$ cat config.mk
export PLATFORM = sky130hd
export DESIGN_NAME = l4rr_ram
export DESIGN_NICKNAME = d
export VERILOG_FILES = /design/src/hw/rtl/l4_round_robin_server_select_unit_defines.svh /design/src/hw/rtl/l4rr_ram.sv
export SDC_FILE = /design/constraint.sdc
export NUM_CORES = 1
export LEC_CHECK = 0
export ABC_AREA = 1
export BUFFER_PORTS_ARGS = -buffer_cell sky130_fd_sc_hd__buf_2
export CORE_AREA = 2 2 121 123
export DETAILED_ROUTE_END_ITERATION = 10
export DIE_AREA = 0 0 123 125
export SETUP_SLACK_MARGIN = 0.5
export SLEW_MARGIN = 40
export SYNTH_ARGS = -nofsm -noshare
export SYNTH_HDL_FRONTEND = slang
export SYNTH_SLANG_ARGS = --single-unit
$ cat constraint.sdc
create_clock -name clk -period 1.5 [get_ports clk]
set_clock_uncertainty 0.15 [all_clocks]
set_input_delay 0.3 -clock clk [delete_from_list [all_inputs] [get_ports clk]]
set_output_delay 0.3 -clock clk [all_outputs]
set_load 0.01 [all_outputs]
$ cat src/hw/rtl/l4_round_robin_server_select_unit_defines.svh
// ----------------------------------------------------------------------------
// l4 round robin server select unit: assertion macros
// Immediate-implication and next-cycle-implication checks on clk, reset rst_n.
// ----------------------------------------------------------------------------
`ifndef L4_ROUND_ROBIN_SERVER_SELECT_UNIT_DEFINES_SVH
`define L4_ROUND_ROBIN_SERVER_SELECT_UNIT_DEFINES_SVH

`ifndef SYNTHESIS
`define L4RR_ASSERT_IMPL(label, ante, cons) \
  label: assert property (@(posedge clk) disable iff (!rst_n) (ante) |-> (cons)) \
    else $error("l4rr assertion failed");
`define L4RR_ASSERT_NEXT(label, ante, cons) \
  label: assert property (@(posedge clk) disable iff (!rst_n) (ante) |=> (cons)) \
    else $error("l4rr assertion failed");
`else
`define L4RR_ASSERT_IMPL(label, ante, cons)
`define L4RR_ASSERT_NEXT(label, ante, cons)
`endif

`endif

$ cat src/hw/rtl/l4rr_ram.sv
// ----------------------------------------------------------------------------
// l4rr_ram
// Generic simple dual-port RAM, one write port, one registered read port.
// ----------------------------------------------------------------------------
`timescale 1ns / 1ps

module l4rr_ram #(
  parameter int WIDTH = 8,
  parameter int DEPTH = 16,
  localparam int ADDR_W = (DEPTH > 1) ? $clog2(DEPTH) : 1
) (
  input  logic              clk,
  input  logic              we,
  input  logic [ADDR_W-1:0] waddr,
  input  logic [WIDTH-1:0]  wdata,
  input  logic [ADDR_W-1:0] raddr,
  output logic [WIDTH-1:0]  rdata
);

  logic [WIDTH-1:0] mem_r [DEPTH];
  logic [WIDTH-1:0] rdata_r;

  always_ff @(posedge clk) begin
    if (we) begin
      mem_r[waddr] <= wdata;
    end
    rdata_r <= mem_r[raddr];
  end

  assign rdata = rdata_r;

endmodule

==> results of run 1 <==
what timing repair did:
action	in CTS	in global routing
hold buffers	0	0
pin swaps	26	38
cloned	0	0
resized for setup	46	40
setup buffers	5	0
setup endpoints to repair	112	101
synth_stat cells:
master    number  share of area (%)
buf_2         13                1.1
buf_6          6                1.2
nand3b_1       2               0.26
buf_1          1              0.065
dfxtp_1        8                2.8
buf_4          4               0.52
nand2_1      173                 11
nand3_1       97                8.4
inv_1        100                6.5
inv_2          2               0.13
nor2_1        17                1.1
edfxtp_1     128                 67
how the worst min path moves through the flow:
stage,to,start
after global routing,rdata[5],raddr[3]
after CTS,rdata[5],raddr[3]
after detailed placement,rdata[7],mem_r[10][7]
after global placement,rdata[7],mem_r[10][7]
final,rdata[5],raddr[3]
after floorplan,mem_r[0][0],wdata[0]
routing by layer:
layer	up-vias	GRT usage, %	part of all wire [%]
met2	112	28.8	50
li1	1866	-	-
met1	1857	22.8	44
met3	15	4.33	4.7
met4	0	8.76	1.9
met5	-	0	0
final cells by class:
cell class                      instances  share of cell area [%]
Clock buffer                           21                    5.94
Clock inverter                         11                    2.03
Inverter                              102                    5.34
Multi-Input combinational cell        289                    22.9
Sequential cell                       136                    54.1
Tap cell                              184                    3.11
Timing Repair Buffer                   50                    6.60
kinds of logic (layout without fill, tap and decap cells):
logic type             after synthesis  count (layout)  synth area share (%)
flip-flops                         136             136                  69.4
AND/OR/NAND/NOR                    289             289                  21.0
buffers and inverters              126             184                  9.52
state kept, by name, summed over array words and instances, names as in the netlist:
signal,count
mem_r,128
rdata,8
power breakdown:
part | switching [uW] | internal [uW] | total (uW)
sequential | 24.7 | 4250 | 4280
combinational | 463 | 238 | 701
clock | 1530 | 2620 | 4150
total | 2020 | 7110 | 9120
stage by stage:
stage                     instance area, sq um  total power, uW  hold WS, ns  util [%]
final                                     7410             9120        0.108      52.2
after global placement                    6360             4940        0.500      44.7
after detailed placement                  6360             4950        0.494      44.7
after CTS                                 7230             9130        0.102      50.9
after global routing                      7410             9410        0.117      52.2
after floorplan                           6030             4720        0.249         -
==> results.json, run 1 <==
{
  "outcome": "completed",
  "worst_pin_slew_ns": 0.486,
  "stdcell_count": 793,
  "max_freq_mhz": 771,
  "synth_seq_cells": 136,
  "whs_path_depth": 3,
  "rows": 44,
  "cts_made_buffers": 17,
  "timing.critical_path.cells": "buf_6",
  "critPathKind": "reg -> out",
  "gp_congestion": 0.817,
  "reg2reg_from": "mem_r[0][6]",
  "num-fill-cells": 1234,
  "h-tree-depth": 4,
  "min_period_ns": 1.30,
  "irDropWorstVdd_uv": 722,
  "grt.overflow.total": 0,
  "cp_num_buf_inv": 1,
  "synthesis.nets": 569,
  "antenna_found_initial": 0,
  "area_delta_synth_final_pct": 28.5,
  "crit_cells": 1,
  "p_per_area_mw_per_mm2": 1230,
  "gr-usage-all-layers_pct": 18.0,
  "dpl.cell_count": 756,
  "cp-end-kind": "primary output",
  "layout_common_cells": "146 x nand2_1, 128 x edfxtp_1, 97 x inv_1",
  "p_leak_uw": 0.00311,
  "setup_viol": 0,
  "synth.avg_cell_area_sq_um": 10.5,
  "clk_latency_ns": 0.42,
  "dr.first_iter.drc_count": 325,
  "report.final.slew_viol_count": 0,
  "arrival_ns": 0.85,
  "clockRootBuffer": "clkbuf_16",
  "grt_pass1_vias": 3709,
  "rr_worst_depth": 6,
  "fin_crit_sh_pct": 86.4,
  "die_y_um": 125,
  "grt_pass1_wl_um": 20100,
  "max_stage_delay_ns": 0.32,
  "final_nets": 614,
  "seq_area_frac_synth_pct": 69.4,
  "layout_setup_ws_ns": 0.203,
  "drt_wl_total_um": 13300,
  "syn_area_sq_mm": 0.00577,
  "synthDistinctLibCells": 12,
  "slew_headroom_pct": 67.6,
  "cts_buffer_depth": 2,
  "core_sq_mm": 0.0142,
  "path_delay_family": "flip-flops",
  "max_cap_violations": 0,
  "drc": 0,
  "cts_tree": "yes",
  "initial_core_util_pct": 40.6,
  "start_kind": "register",
  "dr.pass1.iters": 5,
  "place_ws_ns": -0.0713,
  "dp_hpwl_um": 8180,
  "regArea_sq_mm": 0.00401,
  "ant_nets": 0,
  "cp.required_ns": 1.05,
  "critPathLaunch": "rdata[4]",
  "dieArea_sq_mm": 0.0154,
  "layout-drive-gt1-share_pct": 29.9,
  "tns_ns": 0,
  "fp.dieW_um": 123,
  "rsz0062_at_grt": "true",
  "grt_max_degree": 34,
  "cts_sinks": 136,
  "hp-class": "in -> reg",
  "mostFrequentLayoutCell": "nand2_1",
  "hold_violations": 0,
  "multiInputGateArea_sq_mm": 0.00170,
  "vias": 3850,
  "worst_r2r_endpoint": "rdata[6]",
  "clk_pin_slew_ns": 0.06,
  "portBuffers": 25,
  "antennaDiodeCount": 0,
  "setup.worst_path.end": "rdata[4]",
  "cp_max_fo": 1,
  "rrSetupSlack_ns": 0.38,
  "vias_per_cell": 4.85,
  "ios": 26,
  "postSynthCellCount": 551,
  "cp_slowest_cell": "dfxtp_2",
  "synth.yosys.warnings": 0,
  "wl_per_cell_um": 16.7
}
Note: power is estimated with default switching activity, not from simulation.
==> inputs of run 2 (changes only) <==
- BUFFER_PORTS_ARGS: -buffer_cell sky130_fd_sc_hd__buf_2 -> -buffer_cell sky130_fd_sc_hd__buf_4
- CORE_AREA: 2 2 121 123 -> 5 5 124 126
- DIE_AREA: 0 0 123 125 -> 0 0 129 131
==> run 2 against run 1 <==
Compared with the run above:
- count of clock-buffer cells in the layout is 4 lower
- global-route usage is 1.4 points lower
- highest routed layer unchanged
- worst hold slack worse by 0.052 ns
- critical path type unchanged
- critical path depth stayed put
- largest power group unchanged
==> results.json, run 2 (synthesis results as in run 1) <==
{
  "portBuffers": 25,
  "min_period_ns": 1.32,
  "regMostFlops": "mem_r",
  "cp.required_ns": 1.05,
  "cts_tree": "yes",
  "clk_latency_ns": 0.42,
  "hold_ws_ns": 0.0559,
  "max_cap_violations": 0,
  "irDropWorstVdd_uv": 1040,
  "max_freq_mhz": 756,
  "outcome": "completed",
  "dr.pass1.iters": 5,
  "ios": 26,
  "worst_pin_slew_ns": 0.362,
  "ant_nets": 0,
  "cp-end-kind": "primary output",
  "h-tree-depth": 4,
  "timing.critical_path.cells": "buf_6",
  "gr-usage-all-layers_pct": 16.6,
  "dr.first_iter.drc_count": 194,
  "vias": 3852,
  "cp_slowest_cell": "dfxtp_2",
  "dpl.cell_count": 756,
  "fp.dieW_um": 129,
  "initial_core_util_pct": 40.6,
  "p_total_uw": 9250,
  "cts_made_buffers": 17,
  "drt_wl_total_um": 13000,
  "place_ws_ns": -0.00726,
  "mostFrequentLayoutCell": "nand2_1",
  "setup_viol": 0,
  "fin_crit_sh_pct": 88.2,
  "max_stage_delay_ns": 0.35,
  "grt_pass1_wl_um": 20300,
  "largest_register_ffs": 128,
  "p_per_area_mw_per_mm2": 1250,
  "start_kind": "register",
  "rsz0062_at_grt": "true",
  "cts_sinks": 136,
  "p_leak_uw": 0.00311,
  "gp_congestion": 0.963,
  "antenna_found_initial": 0,
  "grt_use_met2_pct": 28.1,
  "wl_per_cell_um": 16.5,
  "vias_per_cell": 4.89,
  "path_delay_family": "flip-flops",
  "slew_headroom_pct": 75.9,
  "die_y_um": 131,
  "final_nets": 611,
  "layout-drive-gt1-share_pct": 31.8,
  "busiest_layer": "met2",
  "grt_use_met3_pct": 4.07,
  "cp_max_fo": 1,
  "report.final.slew_viol_count": 0,
  "clockRootBuffer": "clkbuf_16",
  "critPathKind": "reg -> out",
  "dp_hpwl_um": 8330,
  "dieArea_sq_mm": 0.0169,
  "grt_max_degree": 42,
  "stdcell_count": 788,
  "met1_usage_pct": 19.6,
  "cts_buffer_depth": 2,
  "core_sq_mm": 0.0142,
  "cp_num_buf_inv": 1,
  "drc": 0,
  "grt_pass1_vias": 3836,
  "area_delta_synth_final_pct": 28.8,
  "clk_pin_slew_ns": 0.06,
  "hp-class": "in -> reg",
  "antennaDiodeCount": 0,
  "arrival_ns": 0.87,
  "layout_common_cells": "144 x nand2_1, 128 x edfxtp_1, 95 x inv_1",
  "grt.overflow.total": 0,
  "hold_violations": 0,
  "layout_setup_ws_ns": 0.177,
  "rows": 44
}
==> run 2: what timing repair did <==
| action | CTS | global route |
|---|---|---|
| resized for setup | 57 | 42 |
| setup buffers | 1 | 1 |
| hold buffers | 0 | 0 |
| pin swaps | 39 | 34 |
| endpoints found under the setup margin | 70 | 108 |
==> run 2: final timing paths <==
| path | from | endpoint | slack [ns] | depth (start not counted) |
|---|---|---|---|---|
| max | rdata[4] | rdata[4] | 0.18 | 1 |
| min | raddr[3] | rdata[7] | 0.06 | 3 |
| max reg2reg | mem_r[4][6] | rdata[6] | 0.39 | 6 |
| min reg2reg | mem_r[10][6] | rdata[6] | 0.53 | 6 |
==> run 2: power breakdown <==
part           switching (uW)  internal (uW)  total [uW]
registers                30.0           4250        4280
logic                     453            260         712
clock network            1510           2750        4260
total                    1990           7260        9250
==> run 2: metrics by stage <==
| stage | instance area (sq um) | utilization (%) | setup TNS [ns] |
|---|---|---|---|
| finish | 7430 | 52.3 | 0 |
| global route | 7430 | 52.3 | 0 |
| detailed placement | 6390 | 45.0 | -0.0574 |
| CTS | 7260 | 51.1 | 0 |
| floorplan | 6030 | - | 0 |
| global placement | 6390 | 45.0 | 0 |
==> run 2: cell type report <==
| class | instances | area, sq um |
|---|---|---|
| Clock buffer | 17 | 425 |
| Clock inverter | 13 | 181 |
| Fill cell | 1244 | 6780 |
| Inverter | 102 | 395 |
| Multi-Input combinational cell | 289 | 1690 |
| Sequential cell | 136 | 4010 |
| Tap cell | 184 | 230 |
| Timing Repair Buffer | 47 | 490 |
==> run 2: per-layer routing <==
metal	up-vias	part of all wire, %
met5	-	0
met3	38	5.3
met1	1833	40
li1	1857	-
met2	124	51
met4	0	3.9
==> run 2: worst reg2reg max path, delay by kind of cell (launching register included) <==
family	cells	cell delay (ns)
buffers and inverters	1	0.07
flip-flops	1	0.41
AND/OR/NAND/NOR	5	0.37
