===== config.mk =====
export PLATFORM = sky130hd
export DESIGN_NAME = l4rr_select
export DESIGN_NICKNAME = d
export VERILOG_FILES = /design/src/hw/rtl/l4_round_robin_server_select_unit_defines.svh /design/src/hw/rtl/l4rr_pkg.sv /design/src/hw/rtl/l4rr_select.sv
export SDC_FILE = /design/constraint.sdc
export NUM_CORES = 1
export LEC_CHECK = 0
export ABC_CLOCK_PERIOD_IN_PS = 8900
export BUFFER_PORTS_ARGS = -buffer_cell sky130_fd_sc_hd__buf_4
export CORE_MARGIN = 2
export CORE_UTILIZATION = 34
export CTS_CLUSTER_SIZE = 25
export DETAILED_ROUTE_END_ITERATION = 7
export GPL_ROUTABILITY_DRIVEN = 1
export PLACE_DENSITY = 0.6
export SYNTH_ARGS = -nofsm -noshare
export SYNTH_HDL_FRONTEND = slang
export SYNTH_SLANG_ARGS = --single-unit

===== constraint.sdc =====
create_clock -name clk -period 8.9 [get_ports clk]
set_clock_uncertainty 0.15 [all_clocks]
set_input_delay 0.89 -clock clk [delete_from_list [all_inputs] [get_ports clk]]
set_output_delay 0.89 -clock clk [all_outputs]
set_load 0.05 [all_outputs]

===== src/hw/rtl/l4_round_robin_server_select_unit_defines.svh =====
// ----------------------------------------------------------------------------
// l4 round robin server select unit: assertion macros
// Immediate-implication and next-cycle-implication checks on clk, reset rst_n.
// ----------------------------------------------------------------------------
`ifndef L4_ROUND_ROBIN_SERVER_SELECT_UNIT_DEFINES_SVH
`define L4_ROUND_ROBIN_SERVER_SELECT_UNIT_DEFINES_SVH

`ifndef SYNTHESIS
`define L4RR_ASSERT_IMPL(label, ante, cons) \
  label: assert property (@(posedge clk) disable iff (!rst_n) (ante) |-> (cons)) \
    else $error("l4rr assertion failed");
`define L4RR_ASSERT_NEXT(label, ante, cons) \
  label: assert property (@(posedge clk) disable iff (!rst_n) (ante) |=> (cons)) \
    else $error("l4rr assertion failed");
`else
`define L4RR_ASSERT_IMPL(label, ante, cons)
`define L4RR_ASSERT_NEXT(label, ante, cons)
`endif

`endif


===== src/hw/rtl/l4rr_pkg.sv =====
// ----------------------------------------------------------------------------
// l4rr_pkg
// Shared types and codes of the l4 round robin server select unit.
// ----------------------------------------------------------------------------
`timescale 1ns / 1ps

package l4rr_pkg;

  typedef enum logic [1:0] {
    MODE_LOAD_KEY    = 2'd0,
    MODE_LOAD_SERVER = 2'd1,
    MODE_NEW_CONN    = 2'd2,
    MODE_AGED        = 2'd3
  } mode_t;

  typedef enum logic [1:0] {
    ST_FORWARD   = 2'd0,
    ST_NOT_FOUND = 2'd1,
    ST_WRITTEN   = 2'd2,
    ST_RELEASED  = 2'd3
  } status_t;

  localparam int CFG_IDX_W = 1;
  localparam int CFG_DATA_W = 3;
  localparam logic [CFG_IDX_W-1:0] CFG_WAN_PORT = 1'd0;
  localparam logic [CFG_IDX_W-1:0] CFG_LAN_PORT = 1'd1;
  localparam logic [CFG_DATA_W-1:0] WAN_PORT_RST = 3'd1;
  localparam logic [CFG_DATA_W-1:0] LAN_PORT_RST = 3'd0;

  // real server entry: ip in the upper bits, port in the lower
  localparam int SRV_W = 48;

  typedef struct packed {
    mode_t       mode;
    logic [2:0]  arrival_port;
    logic [2:0]  slot;
    logic [2:0]  server_index;
    logic [31:0] dest_ip;
    logic [15:0] dest_port;
    logic [7:0]  protocol;
    logic [3:0]  server_total;
    logic [31:0] real_ip;
    logic [15:0] real_port;
  } in_item_t;

  typedef struct packed {
    status_t     status;
    logic [2:0]  egress_port;
    logic [2:0]  chosen_index;
    logic [31:0] chosen_ip;
    logic [15:0] chosen_port;
    logic [31:0] active_count;
  } out_item_t;

  typedef struct packed {
    logic       vld;
    status_t    status;
    logic [2:0] egress;
    logic [2:0] index;
    logic       upd;
    logic       inc;
  } ctrl_t;

endpackage


===== src/hw/rtl/l4rr_select.sv =====
// ----------------------------------------------------------------------------
// l4rr_select
// Service table, key match, round robin pick and table loads (first stage).
// ----------------------------------------------------------------------------
`timescale 1ns / 1ps

module l4rr_select #(
  parameter int SERVICES = 8,
  parameter int SERVERS_PER_SERVICE = 8,
  localparam int DEPTH = SERVICES * SERVERS_PER_SERVICE,
  localparam int FLAT_W = (DEPTH > 1) ? $clog2(DEPTH) : 1,
  localparam int SLOT_W = (SERVICES > 1) ? $clog2(SERVICES) : 1
) (
  input  logic                       clk,
  input  logic                       rst_n,
  input  logic                       req_vld_i,
  input  l4rr_pkg::in_item_t         req_i,
  input  logic [2:0]                 wan_port_i,
  input  logic [2:0]                 lan_port_i,
  output logic                       srv_we_o,
  output logic [FLAT_W-1:0]          srv_waddr_o,
  output logic [l4rr_pkg::SRV_W-1:0] srv_wdata_o,
  output logic [FLAT_W-1:0]          rd_addr_o,
  output logic                       clr_en_o,
  output logic [SLOT_W-1:0]          clr_row_o,
  output l4rr_pkg::ctrl_t            ctrl_o,
  output logic [FLAT_W-1:0]          addr_o
);

  localparam int PTR_W = (SERVERS_PER_SERVICE > 1) ? $clog2(SERVERS_PER_SERVICE) : 1;
  localparam int CNT_W = $clog2(SERVERS_PER_SERVICE + 1);

  logic              key_vld_r   [SERVICES];
  logic [31:0]       key_ip_r    [SERVICES];
  logic [15:0]       key_port_r  [SERVICES];
  logic [7:0]        key_proto_r [SERVICES];
  logic [CNT_W-1:0]  cnt_r       [SERVICES];
  logic [PTR_W-1:0]  rr_r        [SERVICES];

  logic              hit_found;
  logic [SLOT_W-1:0] hit_slot;
  logic [CNT_W-1:0]  hit_cnt;
  logic [PTR_W-1:0]  hit_rr;
  logic [PTR_W-1:0]  pick;
  logic [PTR_W:0]    pick_inc;
  logic [PTR_W-1:0]  rr_adv;
  logic              slot_ok;
  logic              sidx_ok;
  logic              aged_ok;
  logic [SLOT_W-1:0] slot_idx;
  logic [PTR_W-1:0]  sidx_ptr;
  logic [CNT_W-1:0]  total_sat;
  logic              key_we;
  logic              rr_we;
  l4rr_pkg::ctrl_t   ctrl_nxt;
  l4rr_pkg::ctrl_t   ctrl_r;
  logic [FLAT_W-1:0] addr_r;

  function automatic logic [FLAT_W-1:0] flat_addr(input logic [SLOT_W-1:0] s,
                                                  input logic [PTR_W-1:0] idx);
    flat_addr = FLAT_W'(32'(s) * SERVERS_PER_SERVICE + 32'(idx));
  endfunction

  // lowest enabled slot that matches the key
  always_comb begin
    hit_found = 1'b0;
    hit_slot  = '0;
    for (int i = SERVICES - 1; i >= 0; i--) begin
      if (key_vld_r[i] && (cnt_r[i] != '0) && (key_ip_r[i] == req_i.dest_ip) &&
          (key_port_r[i] == req_i.dest_port) && (key_proto_r[i] == req_i.protocol)) begin
        hit_found = 1'b1;
        hit_slot  = SLOT_W'(i);
      end
    end
  end

  always_comb begin
    hit_cnt   = cnt_r[hit_slot];
    hit_rr    = rr_r[hit_slot];
    // stale pointer falls back to server 0
    pick      = ((PTR_W + 1)'(hit_rr) >= (PTR_W + 1)'(hit_cnt)) ? '0 : hit_rr;
    pick_inc  = (PTR_W + 1)'(pick) + (PTR_W + 1)'(1);
    rr_adv    = (pick_inc >= (PTR_W + 1)'(hit_cnt)) ? '0 : PTR_W'(pick_inc);
    slot_ok   = 32'(req_i.slot) < SERVICES;
    sidx_ok   = 32'(req_i.server_index) < SERVERS_PER_SERVICE;
    aged_ok   = hit_found && (32'(req_i.server_index) < 32'(hit_cnt));
    slot_idx  = SLOT_W'(req_i.slot);
    sidx_ptr  = PTR_W'(req_i.server_index);
    total_sat = (32'(req_i.server_total) > SERVERS_PER_SERVICE) ?
                CNT_W'(SERVERS_PER_SERVICE) : CNT_W'(req_i.server_total);
  end

  always_comb begin
    ctrl_nxt        = '0;
    ctrl_nxt.vld    = req_vld_i;
    ctrl_nxt.status = l4rr_pkg::ST_NOT_FOUND;
    key_we          = 1'b0;
    rr_we           = 1'b0;
    srv_we_o        = 1'b0;
    rd_addr_o       = flat_addr(hit_slot, pick);
    case (req_i.mode)
      l4rr_pkg::MODE_LOAD_KEY: begin
        ctrl_nxt.status = l4rr_pkg::ST_WRITTEN;
        key_we          = req_vld_i && slot_ok;
      end
      l4rr_pkg::MODE_LOAD_SERVER: begin
        ctrl_nxt.status = l4rr_pkg::ST_WRITTEN;
        srv_we_o        = req_vld_i && slot_ok && sidx_ok;
      end
      l4rr_pkg::MODE_NEW_CONN: begin
        if ((req_i.arrival_port == wan_port_i) && hit_found) begin
          ctrl_nxt.status = l4rr_pkg::ST_FORWARD;
          ctrl_nxt.egress = lan_port_i;
          ctrl_nxt.index  = 3'(pick);
          ctrl_nxt.upd    = 1'b1;
          ctrl_nxt.inc    = 1'b1;
          rr_we           = req_vld_i;
        end
      end
      l4rr_pkg::MODE_AGED: begin
        if (aged_ok) begin
          ctrl_nxt.status = l4rr_pkg::ST_RELEASED;
          ctrl_nxt.index  = req_i.server_index;
          ctrl_nxt.upd    = 1'b1;
          rd_addr_o       = flat_addr(hit_slot, sidx_ptr);
        end
      end
      default: begin
      end
    endcase
  end

  assign srv_waddr_o = flat_addr(slot_idx, sidx_ptr);
  assign srv_wdata_o = {req_i.real_ip, req_i.real_port};
  assign clr_en_o    = key_we;
  assign clr_row_o   = slot_idx;

  always_ff @(posedge clk) begin
    if (!rst_n) begin
      for (int i = 0; i < SERVICES; i++) begin
        key_vld_r[i] <= 1'b0;
        cnt_r[i]     <= '0;
        rr_r[i]      <= '0;
      end
      ctrl_r <= '0;
    end else begin
      if (key_we) begin
        key_vld_r[slot_idx] <= 1'b1;
        cnt_r[slot_idx]     <= total_sat;
        rr_r[slot_idx]      <= '0;
      end
      if (rr_we) begin
        rr_r[hit_slot] <= rr_adv;
      end
      ctrl_r <= ctrl_nxt;
    end
  end

  always_ff @(posedge clk) begin
    if (key_we) begin
      key_ip_r[slot_idx]    <= req_i.dest_ip;
      key_port_r[slot_idx]  <= req_i.dest_port;
      key_proto_r[slot_idx] <= req_i.protocol;
    end
    addr_r <= rd_addr_o;
  end

  assign ctrl_o = ctrl_r;
  assign addr_o = addr_r;

endmodule


==> run summary <==
HOLD PATH
------------------------------------------------------------------------------------------
HP Class ....................................................................    in -> reg
Launch point of the worst hold path ......................................... lan_port_i[2]
End point of the worst hold path ............................................    ctrl_o[7]
Number of cells traversed by the worst hold path ............................            2

DIE
------------------------------------------------------------------------------------------
Area of the placeable core ..................................................  74,100 um^2
Initial core utilization ....................................................        0.342
Floorplan die height ........................................................       277 um
Die X .......................................................................       277 um
Die outline area ............................................................  76,800 um^2
Count of standard-cell rows .................................................          100
Count of pins on the block boundary .........................................          210

SYNTH
------------------------------------------------------------------------------------------
Net count of the mapped netlist .............................................        2,071
Mux cell area share after synthesis .........................................       0.0139
Post-synth EDFFs ............................................................          504
Async set-or-reset flop fraction in the synthesized netlist .................            0
Synthesized-area fraction occupied by and/or/nand/nor cells .................        0.153
Xor/xnor share of the synthesized area ......................................        0.133
Synth Cell Area .............................................................  25,400 um^2
Dominant combinational cell family by area after synthesis .................. simple AND/OR/NAND/NOR gates
Average footprint of a synthesized cell .....................................    13.1 um^2
Post-synthesis sequential area ratio ........................................        0.617
Yosys cell types ............................................................           75
Synthesized instance count ..................................................        1,933
Predominant post-synthesis flop cell ........................................     edfxtp_1
Post-Synth Adder-Cell Area ..................................................      0.00494
Number of synthesized register bits .........................................          529
Count of warnings emitted by yosys ..........................................            0
Complex-gate fraction of the synthesized area ...............................       0.0417

SETUP PATH
------------------------------------------------------------------------------------------
CP Buf/Inv Count ............................................................            2
Register-to-register path setup slack .......................................      1510 ps
Data required time at the worst endpoint ....................................      7860 ps
Worst Path Max Fanout .......................................................           22
CP arrival ..................................................................      7040 ps
Number of cells traversed by the worst register-to-register path ............           25
Slowest-stage cell, CP ......................................................       nor4_1
List of cells traversed by the critical path ................................ buf_4, nand2b_1, nand4_1, nor4_1, nand4_1, a2bb2o_1, nand2b_1, a21boi_2, mux2_2, nor2_1, a21oi_1, a21oi_1, ha_1, o21a_1, nor2_1, a211oi_1, a21oi_1, a32oi_2, mux2i_1, buf_4
Critical path endpoint category .............................................   output pin
Worst setup SP type ......................................................... primary input
Critical path's most frequent cell ..........................................      a21oi_1
Launch instance of the worst register-to-register path ...................... key_proto_r[6][0]
Critical path's top delay family ............................................ compound AO/OA/AOI/OAI gates
Reg2Reg Capture Point .......................................................   rr_r[6][2]
Slowest stage delay, CP .....................................................       860 ps
Startpoint-to-endpoint class of the critical path ...........................    in -> out

STA
------------------------------------------------------------------------------------------
Setup repair after global routing missed its margin .........................           no
Setup-violating endpoint count in the final report ..........................            0
Fmax achieved ...............................................................      124 MHz
Headroom to the max-slew limit ..............................................        0.227
Worst Max-Slew Pin Slew .....................................................      1150 ps
Summed negative setup slack over all endpoints ..............................         0 ps
Min Hold Slack ..............................................................       291 ps
Final worst path period need ................................................      8080 ps
Final worst path period share ...............................................        0.908
Count of pins over their slew limit .........................................            0
Number of hold-slack violations in the final timing report ..................            0

ROUTING
------------------------------------------------------------------------------------------
Violation count after the first detailed-routing iteration ..................        1,862
Post-Route WL ...............................................................    85,400 um
Wirelength per Cell .........................................................      28.2 um
Routed via count divided by cell count ......................................         5.60
Vias after detailed routing .................................................        17.0k
DRC violation count after routing ...........................................            0
Antenna-violating nets left .................................................            0
Router iterations before antenna repair .....................................            5

GLOBAL ROUTE
------------------------------------------------------------------------------------------
Total global routing overflow ...............................................            0
Via count of the first global-routing pass ..................................        16.8k
Largest net degree at the start of global routing ...........................           59
Wire length of the first global-routing pass ................................   121,000 um
Total routing resource utilization after global routing .....................        0.218
Antenna violations before repair ............................................            4

CLOCKING
------------------------------------------------------------------------------------------
Clock tree from TritonCTS ...................................................          yes
Count of hold buffers inserted by post-cts repair ...........................            0
Number of buffers inserted to repair setup after CTS ........................            0
Number of CTS-inserted buffers ..............................................           57
H-tree depth ................................................................            2
Post-cts resize count .......................................................            0
Root Buffer .................................................................    clkbuf_16
Clock edge transition at the registers on the reported setup and hold paths .        60 ps
CTS Sinks ...................................................................          529
Worst-skew pair later-pin latency ...........................................       670 ps
CTS Buffer Depth ............................................................            3

POWER AND IR DROP
------------------------------------------------------------------------------------------
Static leakage ..............................................................      9.31 nW
Peak ir drop on the vdd network .............................................   0.000164 V
Power density over the cells ................................................  200 nW/um^2
Design Power ................................................................    0.00578 W

FINAL LAYOUT
------------------------------------------------------------------------------------------
Fraction of final layout cells sized beyond drive strength 1 ................        0.130
Post-layout net count .......................................................        2,145
Register cell area after layout .............................................  15,600 um^2
Final instance area .........................................................  28,900 um^2
Area delta synth->final .....................................................        14.2%
Post-layout util ............................................................        0.391
Filler instances ............................................................        6,964
Most common cell after layout, fill and taps aside ..........................     edfxtp_1
Most used cells in the layout excluding fill and tap cells .................. 504 x edfxtp_1, 200 x xnor2_1, 185 x xor2_1
Area of combinational cells with multiple inputs ............................    8870 um^2

FLOW RUN
------------------------------------------------------------------------------------------
Number of max-capacitance violations reported ...............................            0

PLACE
------------------------------------------------------------------------------------------
Gp weighted congestion ......................................................         1.00
HPWL after detailed placement ...............................................    58,800 um
Port Buffer Count ...........................................................          113
Placed Instance Area ........................................................  27,000 um^2

STATUS
------------------------------------------------------------------------------------------
Run status ..................................................................    completed

flip-flops by register name, indices dropped and copies added, names as in the netlist:
register / count
key_proto_r: 64
addr_o: 6
rr_r: 24
key_port_r: 128
cnt_r: 32
key_vld_r: 8
key_ip_r: 256
ctrl_o: 11
per-layer routing:
layer | track usage | part of all wire
met1 | 0.282 | 0.40
met2 | 0.346 | 0.45
met3 | 0.0394 | 0.084
met4 | 0.123 | 0.060
met5 | 0 | 0.00025
cell usage after synthesis (22+ instances only):
master	n	area, um^2
mux2i_1	25	250
xor2_1	185	1620
dfxtp_1	25	500
clkbuf_1	38	143
buf_2	22	110
inv_1	50	188
nor4_1	89	557
nor2_1	87	327
nand2_1	66	248
o2111ai_1	25	219
nand3_1	32	160
xnor2_1	200	1750
buf_4	58	435
nand4_1	106	663
nand2b_1	127	795
edfxtp_1	504	15100
or4_1	26	195
per-stage QoR:
| stage | setup slack (ps) | cells |
|---|---|---|
| 6_report | 823 | 3026 |
| 5_1_grt | 513 | 3025 |
| 4_1_cts | 954 | 3025 |
| 3_5_place_dp | 851 | 2917 |
| 3_3_place_gp | 844 | 2917 |
| 2_1_floorplan | 1390 | 1933 |
power by group:
part,internal (W),switching [W]
Sequential,0.00277,0.0000198
Combinational,0.000139,0.000325
Clock,0.00148,0.00106
worst max path at each step:
stage | cells after the start | from | end | slack, ps
4_1_cts | 20 | req_i[67] | rd_addr_o[1] | 950
2_1_floorplan | 4 | req_i[117] | cnt_r[1][0] | 1390
3_5_place_dp | 26 | req_i[67] | rr_r[2][2] | 850
3_3_place_gp | 26 | req_i[67] | rr_r[4][2] | 840
5_1_grt | 20 | req_i[83] | rd_addr_o[1] | 510
6_report | 20 | req_i[67] | rd_addr_o[1] | 820
cell families after synthesis:
logic type	count (synthesis)
adder cells (fa/ha/maj)	10
buffers and inverters	176
AND/OR/NAND/NOR	663
flip-flops	529
AO/OA/AOI/OAI	136
multiplexers	34
XOR/XNOR	385
layout make-up:
| cell class | instances | area share |
|---|---|---|
| multi-input cells | 1228 | 0.306 |
| clock buffers | 67 | 0.0506 |
| clock inverters | 41 | 0.0180 |
| diodes | 1 | 0.0000865 |
| repair buffers | 139 | 0.0361 |
| well taps | 969 | 0.0419 |
| flip-flops and latches | 529 | 0.540 |
| inverters | 52 | 0.00674 |
No activity file was read; power rests on OpenSTA's default activity.
