--- src/hw/rtl/l4_round_robin_server_select_unit_defines.svh ---
// ----------------------------------------------------------------------------
// l4 round robin server select unit: assertion macros
// Immediate-implication and next-cycle-implication checks on clk, reset rst_n.
// ----------------------------------------------------------------------------
`ifndef L4_ROUND_ROBIN_SERVER_SELECT_UNIT_DEFINES_SVH
`define L4_ROUND_ROBIN_SERVER_SELECT_UNIT_DEFINES_SVH

`ifndef SYNTHESIS
`define L4RR_ASSERT_IMPL(label, ante, cons) \
  label: assert property (@(posedge clk) disable iff (!rst_n) (ante) |-> (cons)) \
    else $error("l4rr assertion failed");
`define L4RR_ASSERT_NEXT(label, ante, cons) \
  label: assert property (@(posedge clk) disable iff (!rst_n) (ante) |=> (cons)) \
    else $error("l4rr assertion failed");
`else
`define L4RR_ASSERT_IMPL(label, ante, cons)
`define L4RR_ASSERT_NEXT(label, ante, cons)
`endif

`endif

--- src/hw/rtl/l4rr_pkg.sv ---
// ----------------------------------------------------------------------------
// l4rr_pkg
// Shared types and codes of the l4 round robin server select unit.
// ----------------------------------------------------------------------------
`timescale 1ns / 1ps

package l4rr_pkg;

  typedef enum logic [1:0] {
    MODE_LOAD_KEY    = 2'd0,
    MODE_LOAD_SERVER = 2'd1,
    MODE_NEW_CONN    = 2'd2,
    MODE_AGED        = 2'd3
  } mode_t;

  typedef enum logic [1:0] {
    ST_FORWARD   = 2'd0,
    ST_NOT_FOUND = 2'd1,
    ST_WRITTEN   = 2'd2,
    ST_RELEASED  = 2'd3
  } status_t;

  localparam int CFG_IDX_W = 1;
  localparam int CFG_DATA_W = 3;
  localparam logic [CFG_IDX_W-1:0] CFG_WAN_PORT = 1'd0;
  localparam logic [CFG_IDX_W-1:0] CFG_LAN_PORT = 1'd1;
  localparam logic [CFG_DATA_W-1:0] WAN_PORT_RST = 3'd1;
  localparam logic [CFG_DATA_W-1:0] LAN_PORT_RST = 3'd0;

  // real server entry: ip in the upper bits, port in the lower
  localparam int SRV_W = 48;

  typedef struct packed {
    mode_t       mode;
    logic [2:0]  arrival_port;
    logic [2:0]  slot;
    logic [2:0]  server_index;
    logic [31:0] dest_ip;
    logic [15:0] dest_port;
    logic [7:0]  protocol;
    logic [3:0]  server_total;
    logic [31:0] real_ip;
    logic [15:0] real_port;
  } in_item_t;

  typedef struct packed {
    status_t     status;
    logic [2:0]  egress_port;
    logic [2:0]  chosen_index;
    logic [31:0] chosen_ip;
    logic [15:0] chosen_port;
    logic [31:0] active_count;
  } out_item_t;

  typedef struct packed {
    logic       vld;
    status_t    status;
    logic [2:0] egress;
    logic [2:0] index;
    logic       upd;
    logic       inc;
  } ctrl_t;

endpackage

--- src/hw/rtl/l4rr_count.sv ---
// ----------------------------------------------------------------------------
// l4rr_count
// Active connection count update with forwarding, and the result register.
// ----------------------------------------------------------------------------
`timescale 1ns / 1ps
`include "l4_round_robin_server_select_unit_defines.svh"

module l4rr_count #(
  parameter int SERVICES = 8,
  parameter int SERVERS_PER_SERVICE = 8,
  parameter int COUNT_WIDTH = 32,
  localparam int DEPTH = SERVICES * SERVERS_PER_SERVICE,
  localparam int FLAT_W = (DEPTH > 1) ? $clog2(DEPTH) : 1,
  localparam int SLOT_W = (SERVICES > 1) ? $clog2(SERVICES) : 1
) (
  input  logic                       clk,
  input  logic                       rst_n,
  input  l4rr_pkg::ctrl_t            ctrl_i,
  input  logic [FLAT_W-1:0]          addr_i,
  input  logic [FLAT_W-1:0]          rd_addr_i,
  input  logic                       clr_en_i,
  input  logic [SLOT_W-1:0]          clr_row_i,
  input  logic [COUNT_WIDTH-1:0]     act_rdata_i,
  input  logic [l4rr_pkg::SRV_W-1:0] srv_rdata_i,
  output logic                       act_we_o,
  output logic [FLAT_W-1:0]          act_waddr_o,
  output logic [COUNT_WIDTH-1:0]     act_wdata_o,
  output logic                       out_strobe_o,
  output l4rr_pkg::out_item_t        out_item_o
);

  localparam logic [COUNT_WIDTH-1:0] COUNT_MAX = {COUNT_WIDTH{1'b1}};

  logic                   ent_vld_r   [DEPTH];
  logic                   ent_vld_nxt [DEPTH];
  logic                   ent_hit_r;
  logic                   fwd_vld_r;
  logic [FLAT_W-1:0]      fwd_addr_r;
  logic [COUNT_WIDTH-1:0] fwd_data_r;
  logic                   do_upd;
  logic [COUNT_WIDTH-1:0] base;
  logic [COUNT_WIDTH-1:0] cnt_new;
  logic                   out_strobe_r;
  l4rr_pkg::out_item_t    out_item_nxt;
  l4rr_pkg::out_item_t    out_item_r;

  assign do_upd = ctrl_i.vld && ctrl_i.upd;

  // the request one ahead wrote this entry while it was being read
  always_comb begin
    if (fwd_vld_r && (fwd_addr_r == addr_i)) begin
      base = fwd_data_r;
    end else if (ent_hit_r) begin
      base = act_rdata_i;
    end else begin
      base = '0;
    end
    if (ctrl_i.inc) begin
      cnt_new = (base == COUNT_MAX) ? base : base + COUNT_WIDTH'(1);
    end else begin
      cnt_new = (base == '0) ? base : base - COUNT_WIDTH'(1);
    end
  end

  // key load clears the row after any earlier update of the same cycle
  always_comb begin
    for (int i = 0; i < DEPTH; i++) begin
      ent_vld_nxt[i] = ent_vld_r[i];
    end
    if (do_upd) begin
      ent_vld_nxt[addr_i] = 1'b1;
    end
    for (int i = 0; i < DEPTH; i++) begin
      if (clr_en_i && (32'(i / SERVERS_PER_SERVICE) == 32'(clr_row_i))) begin
        ent_vld_nxt[i] = 1'b0;
      end
    end
  end

  always_comb begin
    out_item_nxt              = '0;
    out_item_nxt.status       = ctrl_i.status;
    out_item_nxt.egress_port  = ctrl_i.egress;
    out_item_nxt.chosen_index = ctrl_i.index;
    if (ctrl_i.upd) begin
      out_item_nxt.chosen_ip    = srv_rdata_i[47:16];
      out_item_nxt.chosen_port  = srv_rdata_i[15:0];
      out_item_nxt.active_count = 32'(cnt_new);
    end
  end

  always_ff @(posedge clk) begin
    if (!rst_n) begin
      for (int i = 0; i < DEPTH; i++) begin
        ent_vld_r[i] <= 1'b0;
      end
      fwd_vld_r    <= 1'b0;
      out_strobe_r <= 1'b0;
    end else begin
      for (int i = 0; i < DEPTH; i++) begin
        ent_vld_r[i] <= ent_vld_nxt[i];
      end
      fwd_vld_r    <= do_upd;
      out_strobe_r <= ctrl_i.vld;
    end
  end

  always_ff @(posedge clk) begin
    ent_hit_r  <= ent_vld_r[rd_addr_i];
    fwd_addr_r <= addr_i;
    fwd_data_r <= cnt_new;
    out_item_r <= out_item_nxt;
  end

  assign act_we_o     = do_upd;
  assign act_waddr_o  = addr_i;
  assign act_wdata_o  = cnt_new;
  assign out_strobe_o = out_strobe_r;
  assign out_item_o   = out_item_r;

  `L4RR_ASSERT_NEXT(a_result_follows_request, ctrl_i.vld, out_strobe_o)
  `L4RR_ASSERT_IMPL(a_release_below_max, do_upd && !ctrl_i.inc, cnt_new != COUNT_MAX)
  `L4RR_ASSERT_IMPL(a_update_only_on_hit, act_we_o, (ctrl_i.status == l4rr_pkg::ST_FORWARD) || (ctrl_i.status == l4rr_pkg::ST_RELEASED))

endmodule

--- config.mk ---
export PLATFORM = sky130hd
export DESIGN_NAME = l4rr_count
export DESIGN_NICKNAME = d
export VERILOG_FILES = /design/src/hw/rtl/l4rr_pkg.sv /design/src/hw/rtl/l4rr_count.sv
export VERILOG_INCLUDE_DIRS = /design/src /design/src/hw/rtl
export SDC_FILE = /design/constraint.sdc
export NUM_CORES = 1
export LEC_CHECK = 0
export BUFFER_PORTS_ARGS = -buffer_cell sky130_fd_sc_hd__buf_2
export CORE_ASPECT_RATIO = 1.5
export CORE_MARGIN = 10
export CORE_UTILIZATION = 51
export CTS_CLUSTER_DIAMETER = 100
export DETAILED_ROUTE_END_ITERATION = 10
export PLACE_DENSITY = 0.83
export SYNTH_ARGS = -nofsm -noshare
export SYNTH_HDL_FRONTEND = slang
export SYNTH_SLANG_ARGS = --single-unit
export TNS_END_PERCENT = 50
--- constraint.sdc ---
create_clock -name clk -period 10.15 [get_ports clk]
set_clock_uncertainty 0.15 [all_clocks]
set_input_delay 0 -clock clk [delete_from_list [all_inputs] [get_ports clk]]
set_output_delay 0 -clock clk [all_outputs]
set_load 0.01 [all_outputs]
==> results of run 1 <==
metrics by stage:
stage	instance area, µm²	total power [mW]	worst slack [ps]	instances
detailed placement	10600	1.30	5980	1417
global placement	10600	1.29	6120	1417
finish	12100	2.02	5350	1544
floorplan	9370	1.14	6220	1023
CTS	12100	2.02	5460	1542
global route	12100	2.10	5120	1544
worst max-delay path: stages:
cell	delay (ps)
dlygate4sd3_1	540
buf_2	220
xor2_1	300
or3_4	430
nor2_2	80
buf_4	290
a21oi_1	400
ha_1	220
o21ai_1	190
nor3_2	910
or3_4	290
a2bb2oi_1	290
xnor2_1	230
buf_2	200
worst max path at each step:
stage,end,slack [ps],cells past startpoint
global route,act_wdata_o[23],5120,14
CTS,act_wdata_o[23],5460,12
finish,act_wdata_o[23],5350,14
detailed placement,act_wdata_o[23],5980,12
global placement,act_wdata_o[23],6120,12
floorplan,fwd_data_r[26],6220,15
synthesized netlist by cell type (8+ instances only):
master and n:
edfxtp_1 33, nand3_1 49, o21a_1 11, and2_1 63, o31ai_1 9, o211ai_1 9
nand2_1 65, and3_1 24, or3_1 16, mux2i_1 14, nand4_1 19, buf_2 11
xnor2_1 14, mux4_2 21, dfxtp_1 160, nor3_1 36, nor2b_1 12, nor2_1 96
o21ai_0 39, nor4_1 15, xor2_1 8, nor3b_1 9, clkbuf_1 41, a21oi_1 109
cell type report:
class / count / share of cell area (%)
Tap cell: 217 / 2.24
Clock buffer: 17 / 3.50
Inverter: 7 / 0.216
Multi-Input combinational cell: 754 / 39.8
Timing Repair Buffer: 339 / 18.0
Sequential cell: 193 / 34.6
Clock inverter: 15 / 1.61
Antenna cell: 2 / 0.0412
where the power goes:
part | switching, mW | internal (mW)
Clock | 0.354 | 0.342
Sequential | 0.0528 | 0.846
Combinational | 0.246 | 0.175
Total | 0.653 | 1.36
state kept, by name, summed over array words and instances (netlist names):
name / cells
ent_vld_r: 64
ent_hit_r: 1
out_strobe_o: 1
fwd_addr_r: 6
fwd_vld_r: 1
fwd_data_r: 32
out_item_o: 88
logic make-up (layout without fill, tap and decap cells):
family,Yosys count,in the layout,share of synthesized area [%]
buffers and inverters,76,378,3.79
multiplexers,36,36,6.66
flip-flops,193,193,44.7
XOR/XNOR,23,23,2.23
adder cells (fa/ha/maj),3,3,0.401
AND/OR/NAND/NOR,445,445,25.5
AO/OA/AOI/OAI,247,247,16.7
other,0,2,0
per-layer routing:
layer	wire length, µm	vias up	global-route usage (%)
met5	0	-	0
met4	1600	0	15.5
met3	2910	137	6.07
met2	17100	600	46.0
met1	10800	4389	26.1
li1	-	4338	-
==> summary.txt, run 1 <==
Worst setup path
  – Crit Path Category: input port to output pin
  – Setup crit start kind: input port
  – CP Launch Point: addr_i[0]
  – Reg2Reg Depth: 11
  – R2R setup slack: 5880 ps
  – R2R Path End: out_item_o[19]
  – RR Startpoint: fwd_addr_r[2]
  – CP arrival: 4650 ps
  – Crit path capture type: output pin
  – CP Max Fanout: 48
  – Crit path required time: 10000 ps

Place
  – GP Congestion: 0.964
  – Dpl hpwl: 22.2 mm
  – Port buffer count: 236

Route
  – DRC: 0
  – Detail Route Antenna Nets: 0
  – WL per Instance: 21.0 µm
  – Vias/cell: 6.13
  – Via count: 9464
  – Starting DRT DRC Count: 1071
  – WL final: 32.4 mm
  – DR pass1 iterations: 6

Finish
  – Most frequent cells in the layout: 236 x buf_2, 159 x dfxtp_1, 109 x a21oi_1
  – Final Core Density: 67.4%
  – Area of the multi-input gates: 4830 µm²
  – Commonest non-fill, non-tap cell in the layout: buf_2
  – Storage element area: 4200 µm²
  – Fill count: 1442
  – Fin nets: 1424
  – Layout cells sized above 1: 24.6%
  – Area growth syn-to-layout: 29.5%

Clocking
  – Post-CTS Hold Buffers: 93
  – Worst-case clock buffer depth: 2
  – Sinks on Clock Net: 193
  – Root Buffer: clkbuf_16
  – # resized after CTS: 0
  – Htree depth: 4
  – Clock transition at path regs: 70 ps
  – CTS buffer count: 17
  – CTS tree: built
  – Post-CTS Setup Repair Bufs: 0
  – Clk_lat worst skew: 440 ps

Timing
  – Final setup vio count: 0
  – Total Neg Setup Slack: 0 ps
  – Minimum clock period: 4800 ps
  – Hold Vio Cnt, Final: 0
  – Fmax: 0.208 GHz
  – Worst hold slack: 21.8 ps
  – Worst slew pin tran: 1050 ps
  – Normalized max-slew margin: 29.9%
  – Max Slew Vio Count: 0
  – RSZ-0062 raised after global routing: no
  – Final period util: 47.3%

Synthesis
  – Sequential share of the synthesized area: 44.7%
  – Area leader, netlist: dfxtp_1
  – Top post-synthesis cells by area: dfxtp_1 34%, edfxtp_1 11%, a21oi_1 5.8%
  – Asr flop ratio synth: 0%
  – EDFF count, synth: 33
  – Synth warn: 0
  – Cells after Synth: 1023
  – Syn nets: 1135
  – Average cell area after synthesis: 9.16 µm²
  – Top FF cell, synth: dfxtp_1
  – Top cell type's share of synthesized area: 34.2%
  – Register bit total from synthesis: 193
  – Syn Std Cell Area: 9370 µm²
  – Synth cell types: 78

Pwr
  – VDD IR max: 0.130 mV
  – Leakage: 5.08 nW
  – Pwr dens: 166 nW/µm²

GRT
  – First-pass GRT wire length: 49.0 mm
  – All-layer global routing usage: 25.6%
  – Initial antenna violation count: 2
  – Vias in the first global route: 9398
  – Largest net degree at the start of global routing: 76
  – Total gr overflow: 0

Floorplanning
  – Initial Utilization: 52.0%
  – DIE HEIGHT: 186 µm
  – CORE AREA: 18000 µm²
  – Chip Width: 131 µm
  – Num ports: 237
  – Die area: 24300 µm²
  – # rows: 60

Worst hold path
  – Hold Path End: fwd_data_r[9]
  – Worst hold path type: input port to flop
  – Worst Hold Launch: act_rdata_i[9]
  – Hold Crit Depth: 4

Job
  – Max Cap Viol: 0

Status
  – Status: completed
No activity file was read; power rests on OpenSTA's default activity.
==> inputs of run 2 (changes only) <==
ABC_AREA = 1   (was not set)
PLACE_DENSITY = 0.82   (was 0.83)
clock period = 4.9 ns   (was 10.15 ns; I/O delays follow)
==> run 2 against run 1 <==
Compared with the run above:
- core utilization decreased by 1.2 points
- largest cell class unchanged
- largest power group unchanged
- power increased by 110%
- clock power is 110% higher
- via count increased by 31%
- synthesized area increased by 15%
- final cell count increased by 41%
- non-clock buffer count grew 31
- synthesized cell count rose by 53%
- worst hold slack worse by 4.5 ps
==> summary.txt, run 2 <==
Finish
  – Area growth syn-to-layout: 28.6%
  – Area of the multi-input gates: 5500 µm² (+14%)
  – Max reg flops: 88 (unchanged)
  – Commonest non-fill, non-tap cell in the layout: nand2_1
  – Fin nets: 2011 (+41%)
  – Storage element area: 4190 µm² (about the same)
  – Most frequent cells in the layout: 488 x nand2_1, 236 x buf_2, 173 x nor2_1
  – Final Core Density: 66.2% (-1.2 points)
  – Fill count: 1723 (+19%)
  – Layout cells sized above 1: 22.8% (-1.9 points)

Synthesis
  – Mux share of post-synthesis cell area: 0% (-6.7 points)
  – Cells after Synth: 1568 (+53%)
  – Top post-synthesis cells by area: dfxtp_1 30%, nand2_1 17%, edfxtp_1 9.2%
  – Register bit total from synthesis: 193 (unchanged)
  – Synth warn: 0 (unchanged)
  – Top cell type's share of synthesized area: 29.8% (-4.4 points)
  – Post-synthesis xor/xnor area fraction: 1.79% (-0.44 points)
  – Synth top cells by count: 488 x nand2_1, 173 x nor2_1, 172 x inv_1
  – EDFF count, synth: 33 (unchanged)
  – Most frequent cell after synthesis: nand2_1
  – Simple-gate share of the synthesized area: 38.5% (+13 points)
  – Top FF cell, synth: dfxtp_1
  – Area leader, netlist: dfxtp_1
  – Average cell area after synthesis: 6.86 µm² (-25%)
  – Synth cell types: 41 (-47%)
  – Syn nets: 1680 (+48%)
  – Post-Synth Adder-Cell Area: 0.349% (-0.052 points)
  – Largest family of logic cells by synthesized area: simple AND/OR/NAND/NOR gates
  – Syn Std Cell Area: 10800 µm² (+15%)
  – Asr flop ratio synth: 0% (unchanged)
  – Synth Area in Compound Gates: 10.5% (-6.2 points)
  – Sequential share of the synthesized area: 39.0% (-5.8 points)

Timing
  – Worst slew pin tran: 1320 ps (+271 ps)
  – Final setup vio count: 0 (unchanged)
  – Fmax: 0.218 GHz
  – Total Neg Setup Slack: 0 ps (unchanged)
  – Minimum clock period: 4580 ps
  – Final setup margin: 321 ps (-5020 ps)
  – Hold Vio Cnt, Final: 0 (unchanged)
  – Final period util: 93.5%
  – Max Slew Vio Count: 0 (unchanged)
  – Worst hold slack: 17.3 ps (-4.49 ps)
  – RSZ-0062 raised after global routing: no
  – Normalized max-slew margin: 11.3% (-19 points)

Worst setup path
  – CP Launch Point: addr_i[0]
  – Peak per-stage delay on the critical path: 520 ps (-390 ps)
  – Worst path cell trace: dlygate4sd3_1, buf_2, inv_2, nand2_1, nand2_1, inv_1, nand2_1, nor2_1, nand2_1, o21ai_4, inv_1, ha_1, inv_1, nor2_4, nand2_2, nor2_8, nand2_4, inv_2, o21ai_0, nand2_1, buf_2
  – CP arrival: 4430 ps (-220 ps)
  – Crit Path Category: input port to output pin
  – CP Max Fanout: 14 (-71%)
  – R2R setup slack: 860 ps (-5020 ps)
  – Crit path required time: 4750 ps (-5250 ps)
  – Reg2Reg Depth: 18 (+7)
  – R2R Path End: out_item_o[8]
  – CP most frequent cell: nand2_1
  – RR Startpoint: fwd_addr_r[4]
  – Setup crit start kind: input port
  – Crit path capture type: output pin
  – Slowest-stage cell, CP: dlygate4sd3_1
  – CP endpoint: act_wdata_o[7]

Floorplanning
  – # rows: 65 (+8.3%)
  – DIE HEIGHT: 198 µm (+6.4%)
  – Num ports: 237 (unchanged)
  – Die area: 27400 µm² (+13%)
  – Chip Width: 139 µm (+6.0%)
  – Initial Utilization: 51.5% (-0.55 points)
  – CORE AREA: 20900 µm² (+16%)

Clocking
  – Post-CTS Hold Buffers: 122 (+31%)
  – Clk_lat worst skew: 460 ps (+20 ps)
  – Clock transition at path regs: 80 ps (about the same)
  – # resized after CTS: 0 (unchanged)
  – Post-CTS Setup Repair Bufs: 0 (unchanged)
  – CTS buffer count: 17 (unchanged)
  – Root Buffer: clkbuf_16
  – Sinks on Clock Net: 193 (unchanged)
  – Htree depth: 4 (unchanged)
  – CTS tree: built
  – Worst-case clock buffer depth: 2 (unchanged)

Job
  – Max Cap Viol: 0 (unchanged)

Pwr
  – Power, Total: 4.22 mW (+110%)
  – Leakage: 6.98 nW (+37%)
  – Pwr dens: 305 nW/µm² (+84%)
  – VDD IR max: 0.337 mV (+160%)

GRT
  – First-pass GRT wire length: 70.5 mm (+44%)
  – Total gr overflow: 0 (unchanged)
  – Largest net degree at the start of global routing: 51 (-33%)
  – All-layer global routing usage: 32.5% (+6.9 points)
  – Initial antenna violation count: 3 (+1)
  – Vias in the first global route: 12752 (+36%)

Route
  – DRT met1 WL: 15.1 mm (+40%)
  – Starting DRT DRC Count: 1222 (+14%)
  – DR pass1 iterations: 6 (unchanged)
  – DRC: 0 (unchanged)
  – Via count: 12370 (+31%)
  – Met2 WL: 22.9 mm (+34%)
  – Vias/cell: 5.67 (-7.5%)
  – WL final: 46.2 mm (+43%)
  – WL per Instance: 21.2 µm (+0.84%)
  – Detail Route Antenna Nets: 0 (unchanged)
  – Max Used Layer: met5
  – Met3 wire len: 4.19 mm (+44%)

Worst hold path
  – Hold Crit Depth: 8 (+4)
  – Worst hold path type: input port to flop

Place
  – Pre-CTS setup slack: 1060 ps (-4920 ps)
  – Port buffer count: 236 (unchanged)
  – Dpl hpwl: 31.1 mm (+40%)
  – GP Congestion: 1.05 (+9.4%)

Status
  – Status: completed
-- run 2: cell types whose count changed after synthesis, moves of 17 or more --
| cell | change |
|---|---|
| nand2_1 | +423 |
| inv_1 | +166 |
| nor2_1 | +77 |
| nand2_2 | +67 |
| and2_1 | -63 |
| nand3_1 | +43 |
| a21oi_1 | -26 |
| and3_1 | -24 |
| nand3_2 | +22 |
| mux4_2 | -21 |
| a21oi_2 | +20 |
| clkbuf_1 | -20 |
| nor3_1 | -17 |
| o21ai_0 | +17 |
-- run 2: cell type report --
type	count	area share, %
Tap cell	268	2.42
Sequential cell	193	30.3
Clock inverter	13	1.17
Inverter	181	4.93
Multi-Input combinational cell	1136	39.8
Antenna cell	2	0.0362
Timing Repair Buffer	370	18.1
Clock buffer	19	3.27
-- run 2: worst max-delay path: cells and delay by family --
kind | cells | cell delay, ps
AOI/OAI and AO/OA | 2 | 890
adders and majority gates | 1 | 350
buffers and inverters | 8 | 1740
and+or+nand+nor | 10 | 1430
-- run 2: per-stage QoR --
stage               instances  cell area, µm²
global placement         2026           12000
finish                   2182           13800
floorplan                1568           10800
global route             2182           13800
detailed placement       2026           12000
CTS                      2180           13800
-- run 2: routing by layer --
metal | vias to the layer above | global-route usage, %
li1 | 5622 | -
met1 | 5643 | 31.2
met2 | 842 | 57.6
met3 | 261 | 8.56
met4 | 2 | 26.2
met5 | - | 0
-- run 2: worst min path at each step --
stage	from	end	slack, ps
global route	ctrl_i[9]	out_item_o[87]	30
global placement	ctrl_i[3]	out_item_o[81]	-50
finish	act_rdata_i[28]	out_item_o[28]	20
CTS	clr_row_i[2]	ent_vld_r[42]	5
floorplan	addr_i[0]	fwd_addr_r[0]	-120
detailed placement	ctrl_i[2]	out_item_o[80]	-50
-- run 2: logic make-up (layout without fill, tap and decap cells) --
logic type               after synthesis  count (layout)
AO/OA/AOI/OAI                        193             193
XOR/XNOR                              22              22
adder cells (fa/ha/maj)                3               3
buffers and inverters                239             583
flip-flops                           193             193
other                                  0               2
AND/OR/NAND/NOR                      918             918
-- run 2: power breakdown --
group          internal (mW)  switching [mW]  total (mW)
Clock                  0.762           0.725        1.49
Combinational          0.324           0.637       0.962
Sequential              1.72          0.0549        1.77
Total                   2.80            1.42        4.22
==> inputs of run 3 (changes only) <==
MAX_ROUTING_LAYER = met4   (was not set)
==> run 3 against run 2 <==
Compared with the run above:
- the flow now finishes with violations (negative hold slack)
- sequential share of layout area is 0.096 points higher
- global-route usage increased by 0.51 points
- first-iteration DRC count fell by 8.3%
- highest routed layer is now met4
- combinational power about the same
- critical path depth did not move
- design area fell by 0.32%
- die area unchanged
- worst hold slack worse by 27 ps
- sequential power about the same
- via count fell by 1.7%
- clock power decreased by 3%
==> summary.txt, run 3 (synthesis gave the netlist of run 2 again) <==
Route
  – Detail Route Antenna Nets: 0 (unchanged)
  – DRC: 0 (unchanged)
  – DR pass1 iterations: 6 (unchanged)
  – WL final: 45.6 mm (-1.3%)
  – WL per Instance: 20.9 µm (-1.3%)
  – Starting DRT DRC Count: 1121 (-8.3%)
  – Via count: 12163 (-1.7%)
  – Vias/cell: 5.57 (-1.7%)

Worst setup path
  – Worst path cell trace: dlygate4sd3_1, buf_2, inv_2, nand2_1, nand2_1, inv_1, nand2_1, nor2_1, nand2_1, o21ai_4, inv_1, ha_1, inv_1, nor2_4, nand2_2, nor2_8, nand2_4, inv_2, o21ai_0, nand2_1, buf_2
  – Crit path required time: 4750 ps (about the same)
  – CP most frequent cell: nand2_1
  – R2R setup slack: 960 ps (+100 ps)
  – CP delay by family, top: buffers and inverters
  – Setup crit start kind: input port
  – Crit path capture type: output pin
  – RR Startpoint: fwd_addr_r[2]
  – Reg2Reg Depth: 18 (unchanged)
  – Slowest-stage cell, CP: dlygate4sd3_1
  – CP arrival: 4360 ps (-70 ps)
  – Crit Path Category: input port to output pin
  – CP Max Fanout: 19 (+5)
  – Worst path bufs/invs: 8 (unchanged)
  – Peak per-stage delay on the critical path: 520 ps (about the same)
  – R2R Path End: out_item_o[5]
  – Stages on worst setup path: 21 (unchanged)

Clocking
  – Clk_lat worst skew: 470 ps (about the same)
  – Clock transition at path regs: 80 ps (about the same)
  – # resized after CTS: 0 (unchanged)
  – Worst-case clock buffer depth: 2 (unchanged)
  – CTS buffer count: 17 (unchanged)
  – Htree depth: 4 (unchanged)
  – CTS tree: built
  – Sinks on Clock Net: 193 (unchanged)
  – Root Buffer: clkbuf_16

Worst hold path
  – Worst Hold Launch: act_rdata_i[24]
  – Hold Crit Depth: 8 (unchanged)
  – Worst hold path type: input port to flop
  – Hold Path End: out_item_o[24]

Floorplanning
  – # rows: 65 (unchanged)
  – Die area: 27400 µm² (unchanged)
  – Initial Utilization: 51.5% (unchanged)
  – Chip Width: 139 µm (unchanged)
  – CORE AREA: 20900 µm² (unchanged)
  – DIE HEIGHT: 198 µm (unchanged)
  – Num ports: 237 (unchanged)

Timing
  – Minimum clock period: 4510 ps (-71.8 ps)
  – Final setup margin: 393 ps (+71.8 ps)
  – RSZ-0062 raised after global routing: no
  – Worst hold slack: -9.26 ps (-26.6 ps)
  – Worst slew pin tran: 1280 ps (-35.8 ps)
  – Hold Vio Cnt, Final: 2 (+2)
  – Final setup vio count: 0 (unchanged)
  – Fmax: 0.222 GHz (+1.6%)
  – Total Neg Setup Slack: 0 ps (unchanged)
  – Final period util: 92.0% (-1.5 points)
  – Normalized max-slew margin: 13.9% (+2.5 points)
  – Max Slew Vio Count: 0 (unchanged)

GRT
  – First-pass GRT wire length: 69.2 mm (-1.9%)
  – Vias in the first global route: 12548 (-1.6%)
  – Initial antenna violation count: 0 (-3)
  – Largest net degree at the start of global routing: 51 (unchanged)
  – All-layer global routing usage: 33.0% (+0.51 points)
  – Total gr overflow: 0 (unchanged)

Finish
  – Fin nets: 2012 (+0.050%)
  – Layout cells sized above 1: 22.7% (about the same)
  – Area of the multi-input gates: 5500 µm² (unchanged)
  – Max reg flops: 88 (unchanged)
  – Most frequent cells in the layout: 488 x nand2_1, 236 x buf_2, 173 x nor2_1
  – Area growth syn-to-layout: 28.2%
  – Commonest non-fill, non-tap cell in the layout: nand2_1
  – Storage element area: 4190 µm² (unchanged)
  – Fill count: 1708 (-0.87%)

Pwr
  – Pwr dens: 303 nW/µm² (-0.74%)
  – Power share of the clock group: 34.5% (-0.7 points)
  – Sequential Power Share: 42.5% (+0.5 points)
  – VDD IR max: 0.323 mV (-4.0%)
  – Switching Share: 32.8% (-0.77 points)
  – Comb pwr share: 23.0% (+0.2 points)
  – Pint: 2.81 mW (about the same)
  – Leakage: 6.97 nW (-0.14%)
  – NetSw: 1.37 mW (-3.3%)
  – Power, Total: 4.18 mW (-1.1%)

Job
  – Max Cap Viol: 0 (unchanged)

Status
  – Status: complete, but fails checks
  – Failing checks: negative hold slack

Place
  – Dpl hpwl: 31.2 mm (+0.14%)
  – GP Congestion: 1.08 (+2.8%)
  – Port buffer count: 236 (unchanged)
  – Pre-CTS setup slack: 971 ps (-88.3 ps)
-- run 3: repair_timing --
item                       in CTS  in global routing
setup endpoints to repair       0                  0
hold buffers                  119                  0
hold endpoints to repair       92                  0
buffers inserted                0                  0
-- run 3: area by class of cell --
type / instances / area share (%)
Sequential cell: 193 / 30.4
Timing Repair Buffer: 371 / 18.1
Tap cell: 268 / 2.43
Clock buffer: 19 / 3.14
Antenna cell: 1 / 0.0181
Clock inverter: 13 / 1.11
Multi-Input combinational cell: 1136 / 39.9
Inverter: 181 / 4.94
-- run 3: worst register-to-register path, delay by kind of cell, from the launching register on --
kind                     cells  cell delay, ps
AND/OR/NAND/NOR              9            1370
AO/OA/AOI/OAI                3            1010
buffers and inverters        5             640
flip-flops                   1             350
adder cells (fa/ha/maj)      1             300
-- run 3: how the worst max path moves through the flow --
stage                              from  slack, ps        endpoint
after floorplan           fwd_addr_r[5]       2150  fwd_data_r[15]
after global placement    fwd_addr_r[2]       1110  act_wdata_o[5]
after detailed placement      addr_i[0]        970  act_wdata_o[5]
after CTS                     addr_i[0]        430  act_wdata_o[5]
after global routing          addr_i[0]          5  act_wdata_o[3]
final                         addr_i[0]        390  act_wdata_o[5]
-- run 3: power groups by stage --
stage | registers, mW | logic [mW] | clock network (mW)
after global placement | 1.80 | 0.836 | 0
after CTS | 1.77 | 0.921 | 1.43
after global routing | 1.78 | 1.03 | 1.49
after detailed placement | 1.80 | 0.842 | 0
after floorplan | 1.81 | 0.503 | 0
final | 1.77 | 0.959 | 1.44
-- run 3: layer usage --
layer | track usage, % | part of all wire [%] | up-vias
met2 | 57.7 | 50 | 717
met1 | 31.2 | 33 | 5580
met4 | 25.3 | 8.6 | 0
met3 | 7.19 | 7.7 | 252
met5 | - | 0 | -
li1 | - | - | 5614
-- run 3: per-stage QoR --
stage	instances	instance area [µm²]	util (%)
3_3_place_gp	2030	12000	57.5
2_1_floorplan	1568	10800	-
3_5_place_dp	2030	12000	57.5
5_1_grt	2181	13800	66.0
4_1_cts	2181	13800	66.0
6_report	2182	13800	66.0
